**src/design/rc_pwm_pulse_capture_top_macros.svh**
```systemverilog
// Assertion macros shared by the RC pulse capture design.
// Depends on nothing; files that assert include it by name.
`ifndef RC_PWM_PULSE_CAPTURE_TOP_MACROS_SVH
`define RC_PWM_PULSE_CAPTURE_TOP_MACROS_SVH

// Checks that a condition holds in the same cycle as its trigger.
`define RPC_ASSERT_SAME(label, clk_sig, rst_sig, ante, cons, msg) \
    label: assert property (@(posedge clk_sig) disable iff (!rst_sig) (ante) |-> (cons)) \
        else $error(msg);

// Checks that a condition holds in the cycle after its trigger.
`define RPC_ASSERT_NEXT(label, clk_sig, rst_sig, ante, cons, msg) \
    label: assert property (@(posedge clk_sig) disable iff (!rst_sig) (ante) |=> (cons)) \
        else $error(msg);

`endif

```
**src/design/rpc_pkg.sv**
```systemverilog
// Types and constants for the RC pulse width capture block.
// Used by the channel interfaces and the top level.
package rpc_pkg;

    localparam int VALUE_W = 21;
    localparam int WIDTH_W = 16;
    localparam int STAMP_W = 32;
    localparam int CFG_W   = 16;
    localparam int TOL_W   = 14;
    localparam int SCALE_W = 12;
    localparam int MULT_W  = 10;
    localparam int PROD_W  = 28;
    localparam int QUO_W   = 26;
    localparam int DIV_STEPS = QUO_W;
    localparam int CNT_W   = $clog2(DIV_STEPS);

    localparam logic [WIDTH_W-1:0] WIDTH_SAT   = 16'd65535;
    localparam logic [MULT_W-1:0]  STEER_UNITS = 10'd1000;
    localparam logic [MULT_W-1:0]  LEGACY_MUL  = 10'd3;
    localparam logic [SCALE_W-1:0] LEGACY_BASE = 12'd980;
    localparam logic [SCALE_W-1:0] LEGACY_DIV  = 12'd17;
    localparam logic [QUO_W-1:0]   POS_LIMIT   = 26'd1048575;
    localparam logic [QUO_W-1:0]   NEG_LIMIT   = 26'd1048576;
    localparam logic [VALUE_W-1:0] VALUE_MAX   = 21'h0FFFFF;
    localparam logic [VALUE_W-1:0] VALUE_MIN   = 21'h100000;

    localparam logic [15:0] RST_FRAME_PERIOD = 16'd18370;
    localparam logic [13:0] RST_TOLERANCE    = 14'd1300;
    localparam logic [15:0] RST_STEER_MAX    = 16'd2296;
    localparam logic [15:0] RST_STEER_MIN    = 16'd966;
    localparam logic [15:0] RST_THR_MAX      = 16'd1837;
    localparam logic [15:0] RST_THR_MIN      = 16'd874;
    localparam logic [11:0] RST_CENTER       = 12'd1510;
    localparam logic [11:0] RST_PER_STEP     = 12'd350;

    typedef enum logic [1:0] {
        FUNC_EDGE   = 2'd0,
        FUNC_STEER  = 2'd1,
        FUNC_LEGACY = 2'd2,
        FUNC_NONE   = 2'd3
    } func_t;

    typedef enum logic [2:0] {
        REG_FRAME_PERIOD = 3'd0,
        REG_TOLERANCE    = 3'd1,
        REG_STEER_MAX    = 3'd2,
        REG_STEER_MIN    = 3'd3,
        REG_THR_MAX      = 3'd4,
        REG_THR_MIN      = 3'd5,
        REG_CENTER       = 3'd6,
        REG_PER_STEP     = 3'd7
    } cfg_idx_t;

    typedef enum logic [2:0] {
        ST_IDLE,
        ST_EDGE,
        ST_READ,
        ST_PREP,
        ST_DIV,
        ST_FIX,
        ST_DONE
    } rpc_state_t;

endpackage

```
**src/design/rpc_in_if.sv**
```systemverilog
// Input channel carrying edge events and read requests.
// Depends on rpc_pkg for the function code type.
interface rpc_in_if;
    import rpc_pkg::*;

    logic                valid;
    logic                ready;
    func_t               func;
    logic                channel;
    logic                level;
    logic [STAMP_W-1:0]  timestamp_us;

    modport source (output valid, func, channel, level, timestamp_us, input ready);
    modport sink   (input valid, func, channel, level, timestamp_us, output ready);
endinterface

```
**src/design/rpc_out_if.sv**
```systemverilog
// Output channel carrying one result per accepted item.
// Depends on rpc_pkg for field widths.
interface rpc_out_if;
    import rpc_pkg::*;

    logic                       valid;
    logic                       ready;
    logic signed [VALUE_W-1:0]  value;
    logic                       available;
    logic [WIDTH_W-1:0]         raw_width;

    modport source (output valid, value, available, raw_width, input ready);
    modport sink   (input valid, value, available, raw_width, output ready);
endinterface

```
**src/design/rc_pwm_pulse_capture_top.sv**
```systemverilog
// RC pulse width capture top level; depends on rpc_pkg, rpc_in_if, rpc_out_if.
// Edge events and no-op items pass through the edge state and the done state to the output register.
// Reads pass through read, prep, the 26 steps of the shared restoring divider, fix and done.
// The next item is taken only after the result is loaded, when the block is back in idle;
// a result waits in the done state while the output register is still held.
// Reset clears the timing state, the stored widths and restores the default registers.
`include "rc_pwm_pulse_capture_top_macros.svh"

module rc_pwm_pulse_capture_top #(
    parameter int TIME_BITS = 32
) (
    input  logic                   clk,
    input  logic                   rst_n,
    input  logic                   cfg_write,
    input  rpc_pkg::cfg_idx_t      cfg_index,
    input  logic [rpc_pkg::CFG_W-1:0] cfg_data,
    rpc_in_if.sink                 in_ch,
    rpc_out_if.source              out_ch
);
    import rpc_pkg::*;

    localparam int CMP_W = (TIME_BITS > 17) ? TIME_BITS : 17;

    rpc_state_t state_reg, state_next;

    logic [15:0] frame_period_reg, frame_period_next;
    logic [13:0] tolerance_reg, tolerance_next;
    logic [15:0] steer_max_reg, steer_max_next;
    logic [15:0] steer_min_reg, steer_min_next;
    logic [15:0] thr_max_reg, thr_max_next;
    logic [15:0] thr_min_reg, thr_min_next;
    logic [11:0] center_reg, center_next;
    logic [11:0] per_step_reg, per_step_next;

    logic [TIME_BITS-1:0] rise_time_reg [2];
    logic [TIME_BITS-1:0] rise_time_next [2];
    logic [TIME_BITS-1:0] fall_time_reg [2];
    logic [TIME_BITS-1:0] fall_time_next [2];
    logic [WIDTH_W-1:0]   stored_width_reg [2];
    logic [WIDTH_W-1:0]   stored_width_next [2];
    logic                 width_ready_reg [2];
    logic                 width_ready_next [2];

    func_t                func_reg, func_next;
    logic                 ch_reg, ch_next;
    logic                 level_reg, level_next;
    logic [TIME_BITS-1:0] t_reg, t_next;

    logic signed [PROD_W-1:0] prod_reg, prod_next;
    logic [SCALE_W-1:0]   divisor_reg, divisor_next;
    logic                 div_zero_reg, div_zero_next;
    logic                 neg_reg, neg_next;
    logic [QUO_W-1:0]     quo_reg, quo_next;
    logic [SCALE_W-1:0]   rem_reg, rem_next;
    logic [CNT_W-1:0]     div_cnt_reg, div_cnt_next;

    logic [VALUE_W-1:0]   res_value_reg, res_value_next;
    logic                 res_avail_reg, res_avail_next;
    logic [WIDTH_W-1:0]   res_width_reg, res_width_next;

    logic                 out_valid_reg, out_valid_next;
    logic [VALUE_W-1:0]   out_value_reg, out_value_next;
    logic                 out_avail_reg, out_avail_next;
    logic [WIDTH_W-1:0]   out_width_reg, out_width_next;

    logic [TIME_BITS-1:0] rise_gap;
    logic [16:0]          lo_diff;
    logic [16:0]          hi_sum;
    logic                 in_window;
    logic                 fall_after;
    logic [TIME_BITS-1:0] raw_diff;
    logic [WIDTH_W-1:0]   cap_width;
    logic [WIDTH_W-1:0]   max_w;
    logic [WIDTH_W-1:0]   min_w;
    logic                 cap_ok;
    logic signed [PROD_W-1:0] diff_x;
    logic signed [PROD_W-1:0] mult_x;
    logic [PROD_W-1:0]    prod_mag;
    logic [SCALE_W:0]     rem_shift;
    logic [QUO_W-1:0]     neg_quo;

    assign rise_gap  = t_reg - rise_time_reg[ch_reg];
    assign lo_diff   = {1'b0, frame_period_reg} - {3'b000, tolerance_reg};
    assign hi_sum    = {1'b0, frame_period_reg} + {3'b000, tolerance_reg};
    assign in_window = (lo_diff[16] || (CMP_W'(rise_gap) > CMP_W'(lo_diff)))
                       && (CMP_W'(rise_gap) < CMP_W'(hi_sum));
    assign fall_after = fall_time_reg[ch_reg] > rise_time_reg[ch_reg];
    assign raw_diff  = fall_time_reg[ch_reg] - rise_time_reg[ch_reg];
    assign cap_width = (raw_diff > TIME_BITS'(WIDTH_SAT)) ? WIDTH_SAT
                                                           : raw_diff[WIDTH_W-1:0];
    assign max_w     = ch_reg ? steer_max_reg : thr_max_reg;
    assign min_w     = ch_reg ? steer_min_reg : thr_min_reg;
    assign cap_ok    = !((cap_width >= max_w) || (cap_width < min_w));
    assign prod_mag  = prod_reg[PROD_W-1] ? (PROD_W'(0) - prod_reg) : prod_reg;
    assign rem_shift = {rem_reg, quo_reg[QUO_W-1]};
    assign neg_quo   = QUO_W'(0) - quo_reg;

    assign in_ch.ready      = (state_reg == ST_IDLE);
    assign out_ch.valid     = out_valid_reg;
    assign out_ch.value     = out_value_reg;
    assign out_ch.available = out_avail_reg;
    assign out_ch.raw_width = out_width_reg;

    always_comb
    begin
        state_next        = state_reg;
        frame_period_next = frame_period_reg;
        tolerance_next    = tolerance_reg;
        steer_max_next    = steer_max_reg;
        steer_min_next    = steer_min_reg;
        thr_max_next      = thr_max_reg;
        thr_min_next      = thr_min_reg;
        center_next       = center_reg;
        per_step_next     = per_step_reg;
        for (int i = 0; i < 2; i++)
        begin
            rise_time_next[i]    = rise_time_reg[i];
            fall_time_next[i]    = fall_time_reg[i];
            stored_width_next[i] = stored_width_reg[i];
            width_ready_next[i]  = width_ready_reg[i];
        end
        func_next      = func_reg;
        ch_next        = ch_reg;
        level_next     = level_reg;
        t_next         = t_reg;
        prod_next      = prod_reg;
        divisor_next   = divisor_reg;
        div_zero_next  = div_zero_reg;
        neg_next       = neg_reg;
        quo_next       = quo_reg;
        rem_next       = rem_reg;
        div_cnt_next   = div_cnt_reg;
        res_value_next = res_value_reg;
        res_avail_next = res_avail_reg;
        res_width_next = res_width_reg;
        out_valid_next = out_valid_reg;
        out_value_next = out_value_reg;
        out_avail_next = out_avail_reg;
        out_width_next = out_width_reg;
        diff_x         = '0;
        mult_x         = '0;

        if (out_valid_reg && out_ch.ready)
        begin
            out_valid_next = 1'b0;
        end

        if (cfg_write)
        begin
            unique case (cfg_index)
                REG_FRAME_PERIOD: frame_period_next = cfg_data;
                REG_TOLERANCE:    tolerance_next    = cfg_data[TOL_W-1:0];
                REG_STEER_MAX:    steer_max_next    = cfg_data;
                REG_STEER_MIN:    steer_min_next    = cfg_data;
                REG_THR_MAX:      thr_max_next      = cfg_data;
                REG_THR_MIN:      thr_min_next      = cfg_data;
                REG_CENTER:       center_next       = cfg_data[SCALE_W-1:0];
                REG_PER_STEP:     per_step_next     = cfg_data[SCALE_W-1:0];
                default:          ;
            endcase
        end

        unique case (state_reg)
            ST_IDLE:
            begin
                if (in_ch.valid)
                begin
                    func_next  = in_ch.func;
                    ch_next    = in_ch.channel;
                    level_next = in_ch.level;
                    t_next     = TIME_BITS'(in_ch.timestamp_us);
                    case (in_ch.func) inside
                        FUNC_STEER, FUNC_LEGACY: state_next = ST_READ;
                        default:                 state_next = ST_EDGE;
                    endcase
                end
            end
            ST_EDGE:
            begin
                if (func_reg == FUNC_EDGE)
                begin
                    if (level_reg)
                    begin
                        if (in_window && fall_after && !width_ready_reg[ch_reg])
                        begin
                            stored_width_next[ch_reg] = cap_width;
                            width_ready_next[ch_reg]  = cap_ok;
                        end
                        rise_time_next[ch_reg] = t_reg;
                    end
                    else if (rise_time_reg[ch_reg] != '0)
                    begin
                        fall_time_next[ch_reg] = t_reg;
                    end
                end
                res_value_next = '0;
                res_avail_next = width_ready_next[ch_reg];
                res_width_next = stored_width_next[ch_reg];
                state_next     = ST_DONE;
            end
            ST_READ:
            begin
                if (func_reg == FUNC_STEER)
                begin
                    diff_x = $signed({12'd0, stored_width_reg[ch_reg]})
                             - $signed({16'd0, center_reg});
                    mult_x = $signed({18'd0, STEER_UNITS});
                    divisor_next = per_step_reg;
                end
                else
                begin
                    diff_x = $signed({12'd0, stored_width_reg[ch_reg]})
                             - $signed({16'd0, LEGACY_BASE});
                    mult_x = $signed({18'd0, LEGACY_MUL});
                    divisor_next = LEGACY_DIV;
                end
                prod_next      = diff_x * mult_x;
                div_zero_next  = (divisor_next == '0);
                res_avail_next = width_ready_reg[ch_reg];
                res_width_next = stored_width_reg[ch_reg];
                width_ready_next[ch_reg] = 1'b0;
                state_next     = ST_PREP;
            end
            ST_PREP:
            begin
                neg_next     = prod_reg[PROD_W-1];
                quo_next     = prod_mag[QUO_W-1:0];
                rem_next     = '0;
                div_cnt_next = '0;
                state_next   = ST_DIV;
            end
            ST_DIV:
            begin
                if (rem_shift >= {1'b0, divisor_reg})
                begin
                    rem_next = SCALE_W'(rem_shift - {1'b0, divisor_reg});
                    quo_next = {quo_reg[QUO_W-2:0], 1'b1};
                end
                else
                begin
                    rem_next = rem_shift[SCALE_W-1:0];
                    quo_next = {quo_reg[QUO_W-2:0], 1'b0};
                end
                div_cnt_next = div_cnt_reg + 1'b1;
                if (div_cnt_reg == CNT_W'(DIV_STEPS - 1))
                begin
                    state_next = ST_FIX;
                end
            end
            ST_FIX:
            begin
                if (div_zero_reg)
                begin
                    res_value_next = '0;
                end
                else if (neg_reg)
                begin
                    res_value_next = (quo_reg > NEG_LIMIT) ? VALUE_MIN
                                                           : neg_quo[VALUE_W-1:0];
                end
                else
                begin
                    res_value_next = (quo_reg > POS_LIMIT) ? VALUE_MAX
                                                           : quo_reg[VALUE_W-1:0];
                end
                state_next = ST_DONE;
            end
            ST_DONE:
            begin
                if (!out_valid_reg || out_ch.ready)
                begin
                    out_valid_next = 1'b1;
                    out_value_next = res_value_reg;
                    out_avail_next = res_avail_reg;
                    out_width_next = res_width_reg;
                    state_next     = ST_IDLE;
                end
            end
            default:
            begin
                state_next = ST_IDLE;
            end
        endcase
    end

    always_ff @(posedge clk or negedge rst_n)
    begin
        if (!rst_n)
        begin
            state_reg <= ST_IDLE;
        end
        else
        begin
            state_reg <= state_next;
        end
    end

    always_ff @(posedge clk or negedge rst_n)
    begin
        if (!rst_n)
        begin
            frame_period_reg <= RST_FRAME_PERIOD;
            tolerance_reg    <= RST_TOLERANCE;
            steer_max_reg    <= RST_STEER_MAX;
            steer_min_reg    <= RST_STEER_MIN;
            thr_max_reg      <= RST_THR_MAX;
            thr_min_reg      <= RST_THR_MIN;
            center_reg       <= RST_CENTER;
            per_step_reg     <= RST_PER_STEP;
            for (int i = 0; i < 2; i++)
            begin
                rise_time_reg[i]    <= '0;
                fall_time_reg[i]    <= '0;
                stored_width_reg[i] <= '0;
                width_ready_reg[i]  <= 1'b0;
            end
            div_cnt_reg   <= '0;
            out_valid_reg <= 1'b0;
        end
        else
        begin
            frame_period_reg <= frame_period_next;
            tolerance_reg    <= tolerance_next;
            steer_max_reg    <= steer_max_next;
            steer_min_reg    <= steer_min_next;
            thr_max_reg      <= thr_max_next;
            thr_min_reg      <= thr_min_next;
            center_reg       <= center_next;
            per_step_reg     <= per_step_next;
            for (int i = 0; i < 2; i++)
            begin
                rise_time_reg[i]    <= rise_time_next[i];
                fall_time_reg[i]    <= fall_time_next[i];
                stored_width_reg[i] <= stored_width_next[i];
                width_ready_reg[i]  <= width_ready_next[i];
            end
            div_cnt_reg   <= div_cnt_next;
            out_valid_reg <= out_valid_next;
        end
    end

    always_ff @(posedge clk)
    begin
        func_reg      <= func_next;
        ch_reg        <= ch_next;
        level_reg     <= level_next;
        t_reg         <= t_next;
        prod_reg      <= prod_next;
        divisor_reg   <= divisor_next;
        div_zero_reg  <= div_zero_next;
        neg_reg       <= neg_next;
        quo_reg       <= quo_next;
        rem_reg       <= rem_next;
        res_value_reg <= res_value_next;
        res_avail_reg <= res_avail_next;
        res_width_reg <= res_width_next;
        out_value_reg <= out_value_next;
        out_avail_reg <= out_avail_next;
        out_width_reg <= out_width_next;
    end

    // With a nonzero divisor, the divider only ever holds a remainder below the divisor.
    `RPC_ASSERT_SAME(a_rem_below_div, clk, rst_n,
                     (state_reg == ST_DIV) && !div_zero_reg, rem_reg < divisor_reg,
                     "divider remainder not below divisor")
    `RPC_ASSERT_SAME(a_cnt_bound, clk, rst_n,
                     state_reg == ST_DIV, div_cnt_reg < CNT_W'(DIV_STEPS),
                     "divider step count overran")
    `RPC_ASSERT_NEXT(a_read_clears, clk, rst_n,
                     state_reg == ST_READ, !width_ready_reg[ch_reg],
                     "read did not clear the available mark")
    `RPC_ASSERT_NEXT(a_done_loads, clk, rst_n,
                     (state_reg == ST_DONE) && (!out_valid_reg || out_ch.ready),
                     out_valid_reg && (state_reg == ST_IDLE),
                     "finished result not loaded into output register")

endmodule
```
**src/flat_wrapper.sv**
```systemverilog
// flat-port wrapper written by rule: the top's interface ports become plain ports
module rc_pwm_pulse_capture_top_flat import rpc_pkg::*;
#(
    parameter int TIME_BITS = 32
)
  (clk, rst_n, cfg_write, cfg_index, cfg_data, in_ch_valid, in_ch_func, in_ch_channel, in_ch_level, in_ch_timestamp_us, in_ch_ready, out_ch_valid, out_ch_value, out_ch_available, out_ch_raw_width, out_ch_ready);
  rpc_in_if in_ch_i ();
  rpc_out_if out_ch_i ();
  input  logic clk;
  input  logic rst_n;
  input  logic cfg_write;
  input  rpc_pkg::cfg_idx_t cfg_index;
  input  logic [rpc_pkg::CFG_W-1:0] cfg_data;
  input wire logic [$bits(in_ch_i.valid)-1:0] in_ch_valid;
  input wire logic [$bits(in_ch_i.func)-1:0] in_ch_func;
  input wire logic [$bits(in_ch_i.channel)-1:0] in_ch_channel;
  input wire logic [$bits(in_ch_i.level)-1:0] in_ch_level;
  input wire logic [$bits(in_ch_i.timestamp_us)-1:0] in_ch_timestamp_us;
  output wire logic [$bits(in_ch_i.ready)-1:0] in_ch_ready;
  output wire logic [$bits(out_ch_i.valid)-1:0] out_ch_valid;
  output wire logic [$bits(out_ch_i.value)-1:0] out_ch_value;
  output wire logic [$bits(out_ch_i.available)-1:0] out_ch_available;
  output wire logic [$bits(out_ch_i.raw_width)-1:0] out_ch_raw_width;
  input wire logic [$bits(out_ch_i.ready)-1:0] out_ch_ready;
  assign in_ch_i.valid = in_ch_valid;
  assign in_ch_i.func = in_ch_func;
  assign in_ch_i.channel = in_ch_channel;
  assign in_ch_i.level = in_ch_level;
  assign in_ch_i.timestamp_us = in_ch_timestamp_us;
  assign in_ch_ready = in_ch_i.ready;
  assign out_ch_valid = out_ch_i.valid;
  assign out_ch_value = out_ch_i.value;
  assign out_ch_available = out_ch_i.available;
  assign out_ch_raw_width = out_ch_i.raw_width;
  assign out_ch_i.ready = out_ch_ready;
  rc_pwm_pulse_capture_top #(.TIME_BITS(TIME_BITS)) u_core (.clk(clk), .rst_n(rst_n), .cfg_write(cfg_write), .cfg_index(cfg_index), .cfg_data(cfg_data), .in_ch(in_ch_i), .out_ch(out_ch_i));
endmodule
```
**config.mk**
```make
export PLATFORM = sky130hd
export DESIGN_NAME = rc_pwm_pulse_capture_top_flat
export DESIGN_NICKNAME = d
export VERILOG_FILES = /design/src/design/rpc_pkg.sv /design/src/design/rpc_in_if.sv /design/src/design/rpc_out_if.sv /design/src/design/rc_pwm_pulse_capture_top.sv /design/src/flat_wrapper.sv
export VERILOG_INCLUDE_DIRS = /design/src /design/src/design
export SDC_FILE = /design/constraint.sdc
export NUM_CORES = 1
export LEC_CHECK = 0
export ABC_CLOCK_PERIOD_IN_PS = 11100
export BUFFER_PORTS_ARGS = -buffer_cell sky130_fd_sc_hd__buf_2
export CAP_MARGIN = 20
export CORE_MARGIN = 8
export CORE_UTILIZATION = 40
export CTS_BUF_LIST = sky130_fd_sc_hd__clkbuf_2
export DETAILED_ROUTE_END_ITERATION = 10
export RECOVER_POWER = 100
export SLEW_MARGIN = 40
export SYNTH_ARGS = -nofsm -noshare
export SYNTH_HDL_FRONTEND = slang
export SYNTH_SLANG_ARGS = --single-unit
```
**constraint.sdc**
```tcl
create_clock -name clk -period 11.1 [get_ports clk]
set_clock_uncertainty 0.1 [all_clocks]
set_input_delay 1.665 -clock clk [delete_from_list [all_inputs] [get_ports clk]]
set_output_delay 1.665 -clock clk [all_outputs]
set_load 0.02 [all_outputs]
```
# Word-level counts from Yosys, hierarchy flattened
# Index checks and enable logic that the tools add are counted.
# classes
add_sub_neg	10
eq_ne	20
bitwise	4
mux	65
magnitude_cmp	11
n_reduce_logical	34
n_mul	1
# ops
operator	n
two-way mux 32 bit	10
two-way mux 16 bit	10
bitwise mux 64 bit	2
two-way mux 21 bit	4
two-way mux 28 bit	3
subtractor 32 bit	2
one-hot mux 26 bit (2 select lines)	1
one-hot mux 21 bit (2 select lines)	1
two-way mux 12 bit	3
bitwise mux 32 bit	1
demux 32 bit (select 1 bit)	1
> comparator 32 x 16 -> 1 bit (second input constant)	1
> comparator 32 x 17 -> 1 bit	1
> comparator 32 bit	1
less-than comparator 32 x 17 -> 1 bit	1
one-hot mux 16 bit (2 select lines)	1
nonzero test 32 bit	1
multiplier 28 x 28 -> 28 bit	1
> comparator 26 x 20 -> 1 bit (second input constant)	1
> comparator 26 x 21 -> 1 bit (second input constant)	1
two-way mux 26 bit	1
subtractor 1 x 26 -> 26 bit (first input constant)	1
one-hot mux 12 bit (2 select lines)	1
== test 3 bit (second input constant)	7
45 further kinds	88
# totals
out_inout_bits	40
ff_bits	481
in_bits	60

# Logic depth before layout (Yosys ltp)
# Gate-level depths: netlist (run 1).
# logic_depth
depth_word	18
ltp_mapped	41
ltp_nobuf	36

# Least setup slack after synthesis (run 1)
# No wires, ideal clock.
# synth_path
path_type	reg-to-reg
startpoint	register u_core.ch_reg
endpoint	register u_core.prod_reg[27] (data pin)
synth_period_minus_slack_ns	9.878
t_arrival_ns	9.518
setup_ns	0.259
stages_incl_launch_ff	41
path_buffers	5
setup_slack_ns	1.222
cell_sequence	edfxtp_1 buf_1 buf_1 clkbuf_1 clkbuf_1 buf_1 mux2i_1 ha_1 inv_1 fa_1 a21o_1 a21oi_1 o21ai_0 a21oi_1 o21ai_0 a211o_1 a21oi_1 nand3_1 [... 5 more ...] fa_1 inv_1 fa_1 fa_1 ha_1 ha_1 inv_1 fa_1 inv_1 ha_1 a21o_1 a21oi_1 o22a_1 o41ai_1 o41ai_1 o21ba_2 o21bai_1 xnor2_1
# synth_via
elab_chain_len	8
# synth_lines
element	line	rtl
from (decl)	rc_pwm_pulse_capture_top.sv:45	logic ch_reg, ch_next;
from (signal assigned)	rc_pwm_pulse_capture_top.sv:345	ch_reg <= ch_next;
inverter 1 -> 2 bit (implied by the code) (*)	rc_pwm_pulse_capture_top.sv:205, rc_pwm_pulse_capture_top.sv:212	
two-way mux 16 bit (implied by the code) (*) (3 in series)	rc_pwm_pulse_capture_top.sv:205, rc_pwm_pulse_capture_top.sv:212	
subtractor 16 x 10 -> 17 bit / subtractor 16 x 12 -> 17 bit (equally long branches)	rc_pwm_pulse_capture_top.sv:213, rc_pwm_pulse_capture_top.sv:206	
two-way mux 28 bit (*)	rc_pwm_pulse_capture_top.sv:203	if (func_reg == FUNC_STEER)
two-way mux 28 bit (*)	rc_pwm_pulse_capture_top.sv:163	unique case (state_reg)
multiplier 28 x 28 -> 28 bit (*)	rc_pwm_pulse_capture_top.sv:217	prod_next = diff_x * mult_x;
to (signal assigned)	rc_pwm_pulse_capture_top.sv:348	prod_reg <= prod_next;
to (decl)	rc_pwm_pulse_capture_top.sv:49	logic signed [PROD_W-1:0] prod_reg, prod_next;
# Every way passes the cells marked *; elsewhere a longest branch is shown, timed or not. The select of a mux whose other input is x is not followed.
# A chain may end at the register's enable or synchronous reset.

# Worst setup path after layout (run 1)
# layout_path
startpoint	register u_core.ch_reg
endpoint	register u_core.res_avail_reg (data pin)
# layout_via
elab_chain_len	18
# layout_lines
element	line	rtl
inverter 1 -> 2 bit (implied by the code)	n/a	
two-way mux 32 bit (on tied branches) (3 in series)	rc_pwm_pulse_capture_top.sv:87, rc_pwm_pulse_capture_top.sv:88, rc_pwm_pulse_capture_top.sv:82	
subtractor 32 bit	rc_pwm_pulse_capture_top.sv:88	assign raw_diff = fall_time_reg[ch_reg] - rise_time_reg[ch_reg];
> comparator 32 x 16 -> 1 bit	rc_pwm_pulse_capture_top.sv:89	assign cap_width = (raw_diff > TIME_BITS'(WIDTH_SAT)) ? WIDTH_SAT
two-way mux 16 bit	rc_pwm_pulse_capture_top.sv:89	
greater-or-equal comparator 16 bit / less-than comparator 16 bit (equally long branches)	rc_pwm_pulse_capture_top.sv:93	assign cap_ok = !((cap_width >= max_w) || (cap_width < min_w));
logical OR 1 bit	rc_pwm_pulse_capture_top.sv:93	
zero test 1 bit	rc_pwm_pulse_capture_top.sv:93	
bitwise mux 2 bit	rc_pwm_pulse_capture_top.sv:187	width_ready_next[ch_reg] = cap_ok;
two-way mux 2 bit	rc_pwm_pulse_capture_top.sv:184	if (in_window && fall_after && !width_ready_reg[ch_reg])
two-way mux 2 bit	rc_pwm_pulse_capture_top.sv:182	if (level_reg)
two-way mux 2 bit	rc_pwm_pulse_capture_top.sv:180	if (func_reg == FUNC_EDGE)
two-way mux 1 bit (implied by the code) (3 in series)	rc_pwm_pulse_capture_top.sv:197	res_avail_next = width_ready_next[ch_reg];
one-hot mux 1 bit (2 select lines) (*)	rc_pwm_pulse_capture_top.sv:163	
net u_core.res_avail_next	rc_pwm_pulse_capture_top.sv:58	logic res_avail_reg, res_avail_next;
to (signal assigned)	rc_pwm_pulse_capture_top.sv:355	res_avail_reg <= res_avail_next;
to (decl)	rc_pwm_pulse_capture_top.sv:58	
# The timed path passes the listed nets; every way through them passes the cells marked *. The select of a mux whose other input is x is not followed.

==> results of run 1 <==
cell usage after synthesis, types with 54 or more instances:
library cell	count	area, µm²
sky130_fd_sc_hd__mux2i_1	108	1080
sky130_fd_sc_hd__edfxtp_1	191	5740
sky130_fd_sc_hd__nor2_1	166	623
sky130_fd_sc_hd__inv_1	368	1380
sky130_fd_sc_hd__mux2_2	286	3220
sky130_fd_sc_hd__fa_1	110	2200
sky130_fd_sc_hd__clkbuf_1	63	236
sky130_fd_sc_hd__dfrtp_1	240	6010
sky130_fd_sc_hd__nand2_1	193	724
sky130_fd_sc_hd__o21ai_0	162	811
sky130_fd_sc_hd__nor3_1	55	275
sky130_fd_sc_hd__a21oi_1	138	691
sky130_fd_sc_hd__ha_1	288	3600
sky130_fd_sc_hd__xnor2_1	82	718
sky130_fd_sc_hd__xor2_1	54	473
worst register-to-register path, delay by kind of cell, from the launching register on:
kind	cells	cell delay (ns)
flops	1	0.64
simple gates	11	4.61
fa+ha+maj	2	0.76
mux	1	0.59
buf+inv	2	0.61
compound gates	10	1.96
logic make-up after synthesis:
group / share of synthesized area (%)
mux: 12.9
fa+ha+maj: 17.4
xor+xnor: 3.57
compound gates: 10.9
simple gates: 10.7
flops: 39.0
buf+inv: 5.45
other cells: 0.0225
power groups by stage:
stage | Clock (mW) | Combinational, mW | Sequential, mW
after global routing | 1.53 | 8.20 | 2.98
after floorplan | 0 | 5.65 | 2.89
after global placement | 0 | 7.08 | 2.94
after CTS | 1.45 | 7.23 | 2.91
after detailed placement | 0 | 7.17 | 2.95
final | 1.37 | 7.11 | 2.92
final timing paths:
kind | startpoint | to | slack (ns)
max | u_core.ch_reg | u_core.res_avail_reg | 1.65
min | u_core.res_width_reg[5] | u_core.out_ch.raw_width[5] | 0.28
max reg2reg | u_core.ch_reg | u_core.res_avail_reg | 1.65
min reg2reg | u_core.res_width_reg[5] | u_core.out_ch.raw_width[5] | 0.28
max in group asynchronous | rst_n | u_core.fall_time_reg[5] | 3.06
min in group asynchronous | rst_n | u_core.steer_max_reg[2] | 1.89
final cells by class:
type | count | area [µm²] | share of cell area (%)
diodes | 4 | 10.0 | 0.0276
repair buffers | 131 | 608 | 1.67
flip-flops and latches | 480 | 13000 | 35.9
clock buffers | 202 | 1010 | 2.78
clock inverters | 35 | 293 | 0.806
multi-input cells | 2219 | 18600 | 51.3
well taps | 1080 | 1350 | 3.72
inverters | 373 | 1400 | 3.86
stage by stage:
stage               cells  worst slack (ns)  utilization, %  power [mW]
CTS                  4520              1.69            43.9        11.6
global placement     4277              1.76            42.3        10.0
global route         4522             0.913            43.7        12.7
finish               4524              1.65            43.7        11.4
detailed placement   4283              1.65            42.4        10.1
floorplan            3172              1.22               -        8.54
per-layer routing:
| metal | part of all wire (%) | up-vias |
|---|---|---|
| li1 | - | 11600 |
| met1 | 45 | 11300 |
| met2 | 47 | 453 |
| met3 | 4.2 | 153 |
| met4 | 3.5 | 0 |
| met5 | 0 | - |
==> run metrics, run 1 <==
number of endpoints with negative hold slack in the final report=0; stage delay of the slowest cell on the critical path=0.94 ns; routing usage on met2=28.2%; shortest clock period the worst path allows after layout=9.45 ns; power density relative to cell area=314 nW/µm²; EDFF count, synth=191; H-tree depth reported by CTS=4; gp weighted congestion=0.881; nature of the critical path endpoint=flip-flop; maximum buffer depth of the clock tree=3; kind of cell adding the most delay to the critical path=simple AND/OR/NAND/NOR gates; std cell rows=106; M3 GR Usage=3.02%; final standard cell area without fillers=36300 µm²; met1 routing resource usage after global routing=21.9%; synthesized cell area=33400 µm²; final worst-path cycle share=85.1%; number of distinct library cells after synthesis=89; violations in the final reports=max-capacitance violations, max-slew violations; setup violators final=0; drt first pass iters=5; Warnings, synthesis=0; starting utilization of the core area=40.1%; top fanout value on the critical path=60; start-to-end type of the worst setup path=reg -> reg; clock transition at the register clock pins on the worst setup and hold paths after CTS=0.10 ns; setup bufs post-CTS=0; DRC violation count after routing=0; Critical Path Stages=26; placed wire-length estimate after detailed placement=60800 µm; global-route wire length before repair=128000 µm; Hold Crit Depth=0; via total after detailed routing=23500; Logic pwr share=62.4%; clock tree from TritonCTS=built; layout filler cell count=8039; P_leak=16.8 nW; slowest stage cell, crit path=sky130_fd_sc_hd__nor3_1; all-layer global routing usage=17.0%; antenna-violating nets left=0; outcome=finished, violations left; net switching fraction of the power=45.2%; Max Freq=0.106 GHz; core area=83200 µm²; startpoint types=flip-flop; transition at the pin with the smallest max-transition slack=4.43 ns; largest voltage drop on the vdd net=0.000300 V; top library cells by usage in the layout, fill and taps aside=sky130_fd_sc_hd__inv_1, sky130_fd_sc_hd__ha_1, sky130_fd_sc_hd__mux2_2; final worst hold slack=0.283 ns; number of buffers added to fix hold violations after cts=0; worst reg2reg path depth=26; total count of max-transition violations in the final report=517; share of async-settable or async-resettable flops after synthesis=60.2%; MaxCap Viol Count=12; commonest non-fill, non-tap cell in the layout=sky130_fd_sc_hd__inv_1; mean instance size in the synthesized netlist=10.6 µm²; Horiz. Die Dim=305 µm; Gates resized, CTS repair=0; number of global-route vias before repair=23900; floorplan die area=93000 µm²; sinks on the clock net=480; Placement Cell Area=35200 µm²; Data arrival, critical path=10.39 ns; peak-usage layer in the global routing report=met2; Syn Inst Count=3154; CTS Root Cell=sky130_fd_sc_hd__clkbuf_2; setup repair after global routing missed its margin=no; sum of overflow across all layers after global routing=0; port bufs=99; maximum number of pins on one net before global-route repair=82; drt via density=5.19; synthesis-stage register bit count=480; Clock Latency Late Sink=1.27 ns; # IOs=100; final-stage net count=3794; Most used DFF post-synth=sky130_fd_sc_hd__dfrtp_1; antenna violations before repair=4; part of the power in registers=25.6%; DIE HEIGHT=305 µm; Min-Delay Path Class=reg -> reg; Max transition margin=-195%; clock buffer count from CTS=131; fraction of layout cells with a size suffix above 1=19.0%; clock share of power=12.0%; share of synthesized area occupied by flip-flops and latches=39.0%; total buffers and inverters traversed by the critical path=2; DRC marker count from the first detailed-route iteration=1086; Post-Route Setup TNS=0 ns; switching power=5.15 mW; Worst Path Required=12.05 ns; WL final=79400 µm; internal power of the cells=6.26 mW; layout-stage area growth over the synthesis result=8.77%; DR WL/cell=17.5 µm
Power figures use the tool's default switching activity.
==> run 2, diff against run 1 <==
--- a/config.mk
+++ b/config.mk
@@ -11,7 +11,8 @@
 export CAP_MARGIN = 20
 export CORE_MARGIN = 8
-export CORE_UTILIZATION = 40
+export CORE_UTILIZATION = 59
 export CTS_BUF_LIST = sky130_fd_sc_hd__clkbuf_2
 export DETAILED_ROUTE_END_ITERATION = 10
+export PLACE_DENSITY = 0.76
 export RECOVER_POWER = 100
 export SLEW_MARGIN = 40
==> constraint.sdc (replaced) <==
create_clock -name clk -period 11.1 [get_ports clk]
set_clock_uncertainty 0.1 [all_clocks]
set_input_delay 2.22 -clock clk [delete_from_list [all_inputs] [get_ports clk]]
set_output_delay 2.22 -clock clk [all_outputs]
set_load 0.02 [all_outputs]
==> run 2 against run 1 <==
Effect of this change: the run still ends with max-capacitance violations, max-slew violations left; design area is 1.7% lower; clock power fell by 12%; global-route usage increased by 7.9 points; via count is 3.2% higher; first-iteration DRC count rose by 40%; worst hold slack improved by 0.024 ns; sequential power hardly changed; flip-flop and latch count is the same; register-to-register slack worse by 0.27 ns; critical path depth is 2 higher.
==> run metrics, run 2 (synthesized netlist as in run 1, its figures left out) <==
Clock Latency Late Sink=1.23 ns (-0.04 ns); std cell rows=87 (-18%); via total after detailed routing=24200 (+3.2%); worst setup slack after layout=1.39 ns (-0.266 ns); internal power of the cells=6.14 mW (-1.8%); layout filler cell count=4596 (-43%); top fanout value on the critical path=39 (-35%); all-layer global routing usage=25.0% (+7.9 points); final worst-path cycle share=87.5% (+2.4 points); drt via density=5.80 (+12%); start of the worst register-to-register path=u_core.ch_reg; start-to-end type of the worst setup path=reg -> reg; WL final=80000 µm (+0.80%); antenna violations before repair=1 (-3); transition at the pin with the smallest max-transition slack=3.92 ns (-0.506 ns); nature of the critical path endpoint=flip-flop; startpoint types=flip-flop; outcome=finished, violations left; setup violators final=0 (unchanged); starting utilization of the core area=59.4% (+19 points); Max Freq=0.103 GHz (-2.7%); part of the power in registers=25.7% (about the same); stage delay of the slowest cell on the critical path=0.90 ns (-0.04 ns); placed wire-length estimate after detailed placement=61500 µm (+1.2%); H-tree depth reported by CTS=3 (-1); DIE HEIGHT=254 µm (-17%); pre-CTS worst setup slack=1.87 ns (+0.222 ns); maximum buffer depth of the clock tree=3 (unchanged); final worst hold slack=0.306 ns (+0.0236 ns); overall power of the completed layout=11.5 mW (+0.48%); final-stage net count=3778 (-0.42%); # IOs=100 (unchanged); Logic pwr share=63.9% (+1.5 points); Worst Path Required=12.05 ns (about the same); sum of overflow across all layers after global routing=0 (unchanged); Data arrival, critical path=10.66 ns (+0.27 ns); port bufs=99 (unchanged); most numerous cell on the critical path=sky130_fd_sc_hd__a21oi_1; clock share of power=10.4% (-1.6 points); number of global-route vias before repair=25100 (+5.1%); kind of cell adding the most delay to the critical path=compound AO/OA/AOI/OAI gates; DRC marker count from the first detailed-route iteration=1522 (+40%); shortest clock period the worst path allows after layout=9.71 ns (+0.266 ns); drt first pass iters=6 (+1); min-delay src=u_core.res_width_reg[1]; setup repair after global routing missed its margin=no; net switching fraction of the power=46.4% (+1.3 points); fraction of layout cells with a size suffix above 1=18.5% (-0.52 points); worst setup path start=u_core.ch_reg; global-route wire length before repair=129000 µm (+0.66%); number of endpoints with negative hold slack in the final report=0 (unchanged); violations in the final reports=max-capacitance violations, max-slew violations; switching power=5.32 mW (+3.3%); slowest stage cell, crit path=sky130_fd_sc_hd__nor3_1; antenna-violating nets left=0 (unchanged); DRC violation count after routing=0 (unchanged); P_leak=16.7 nW (-0.67%); maximum number of pins on one net before global-route repair=82 (unchanged); Max transition margin=-162% (+34 points); CTS Root Cell=sky130_fd_sc_hd__clkbuf_2; Gates resized, CTS repair=0 (unchanged); floorplan die area=64500 µm² (-31%); top library cells by usage in the layout, fill and taps aside=sky130_fd_sc_hd__inv_1, sky130_fd_sc_hd__ha_1, sky130_fd_sc_hd__mux2_2; power density relative to cell area=321 nW/µm² (+2.2%); clock buffer count from CTS=119 (-9.2%); Placement Cell Area=34800 µm² (-1.2%); final standard cell area without fillers=35700 µm² (-1.7%); clock transition at the register clock pins on the worst setup and hold paths after CTS=0.11 ns (about the same); setup bufs post-CTS=0 (unchanged); total count of max-transition violations in the final report=598 (+16%); layout-stage area growth over the synthesis result=6.97%; sinks on the clock net=480 (unchanged); largest voltage drop on the vdd net=0.000322 V (+7.5%); clock tree from TritonCTS=built; core area=56200 µm² (-32%); Horiz. Die Dim=254 µm (-17%); Min-Delay Path Class=reg -> reg; Post-Route Setup TNS=0 ns (unchanged); DR WL/cell=19.1 µm (+9.1%); MaxCap Viol Count=13 (+1); gp weighted congestion=0.974 (+11%); number of buffers added to fix hold violations after cts=0 (unchanged); commonest non-fill, non-tap cell in the layout=sky130_fd_sc_hd__inv_1; total buffers and inverters traversed by the critical path=4 (+2)
==> run 2: cell types whose count changed in the layout (fill, tap and decap cells not counted), moves of 4 or more <==
| cell | before | now |
|---|---|---|
| sky130_fd_sc_hd__bufinv_16 | 5 | 0 |
| sky130_fd_sc_hd__clkbuf_1 | 68 | 64 |
| sky130_fd_sc_hd__clkinv_1 | 18 | 25 |
| sky130_fd_sc_hd__clkbuf_2 | 204 | 182 |
| sky130_fd_sc_hd__clkinv_2 | 4 | 12 |
==> run 2: power by group through the flow <==
stage	sequential (mW)	clock, mW	combinational (mW)
2_1_floorplan	2.89	0	5.65
3_3_place_gp	2.94	0	7.00
3_5_place_dp	2.97	0	7.30
4_1_cts	2.93	1.24	7.35
5_1_grt	3.00	1.33	8.28
6_report	2.95	1.20	7.32
==> run 2: path summary, 6_finish.rpt <==
check                                              to  slack (ns)  cells after the start
setup / recovery            u_core.width_ready_reg[1]        1.39                     28
hold / removal             u_core.out_ch.raw_width[1]        0.31                      0
setup reg to reg            u_core.width_ready_reg[1]        1.39                     28
hold reg to reg            u_core.out_ch.raw_width[1]        0.31                      0
max in group asynchronous     u_core.steer_min_reg[0]        2.84                      3
min in group asynchronous    u_core.fall_time_reg[50]        1.97                      1
==> run 2: per-stage QoR <==
step           cells  utilization [%]
2_1_floorplan   3172                -
3_3_place_gp    3950             61.8
3_5_place_dp    3955             62.0
4_1_cts         4179             64.0
5_1_grt         4181             63.6
6_report        4181             63.6
==> run 2: routing by layer <==
metal / wire [µm] / global-route usage [%] / vias to the layer above
met3: 3840 / 3.79 / 159
li1: - / - / 11500
met4: 2760 / 10.4 / 0
met2: 39700 / 43.6 / 664
met1: 33700 / 30.7 / 11900
met5: 0 / 0 / -
==> run 2: layout make-up <==
cell class,count,area (µm²),area share [%]
antenna,2,5.00,0.0140
timing repair buffer,127,583,1.63
clock inverter,44,235,0.659
tap,756,946,2.65
sequential,480,13000,36.5
inverter,373,1400,3.92
clock buffer,180,901,2.52
multi-input combinational,2219,18600,52.1
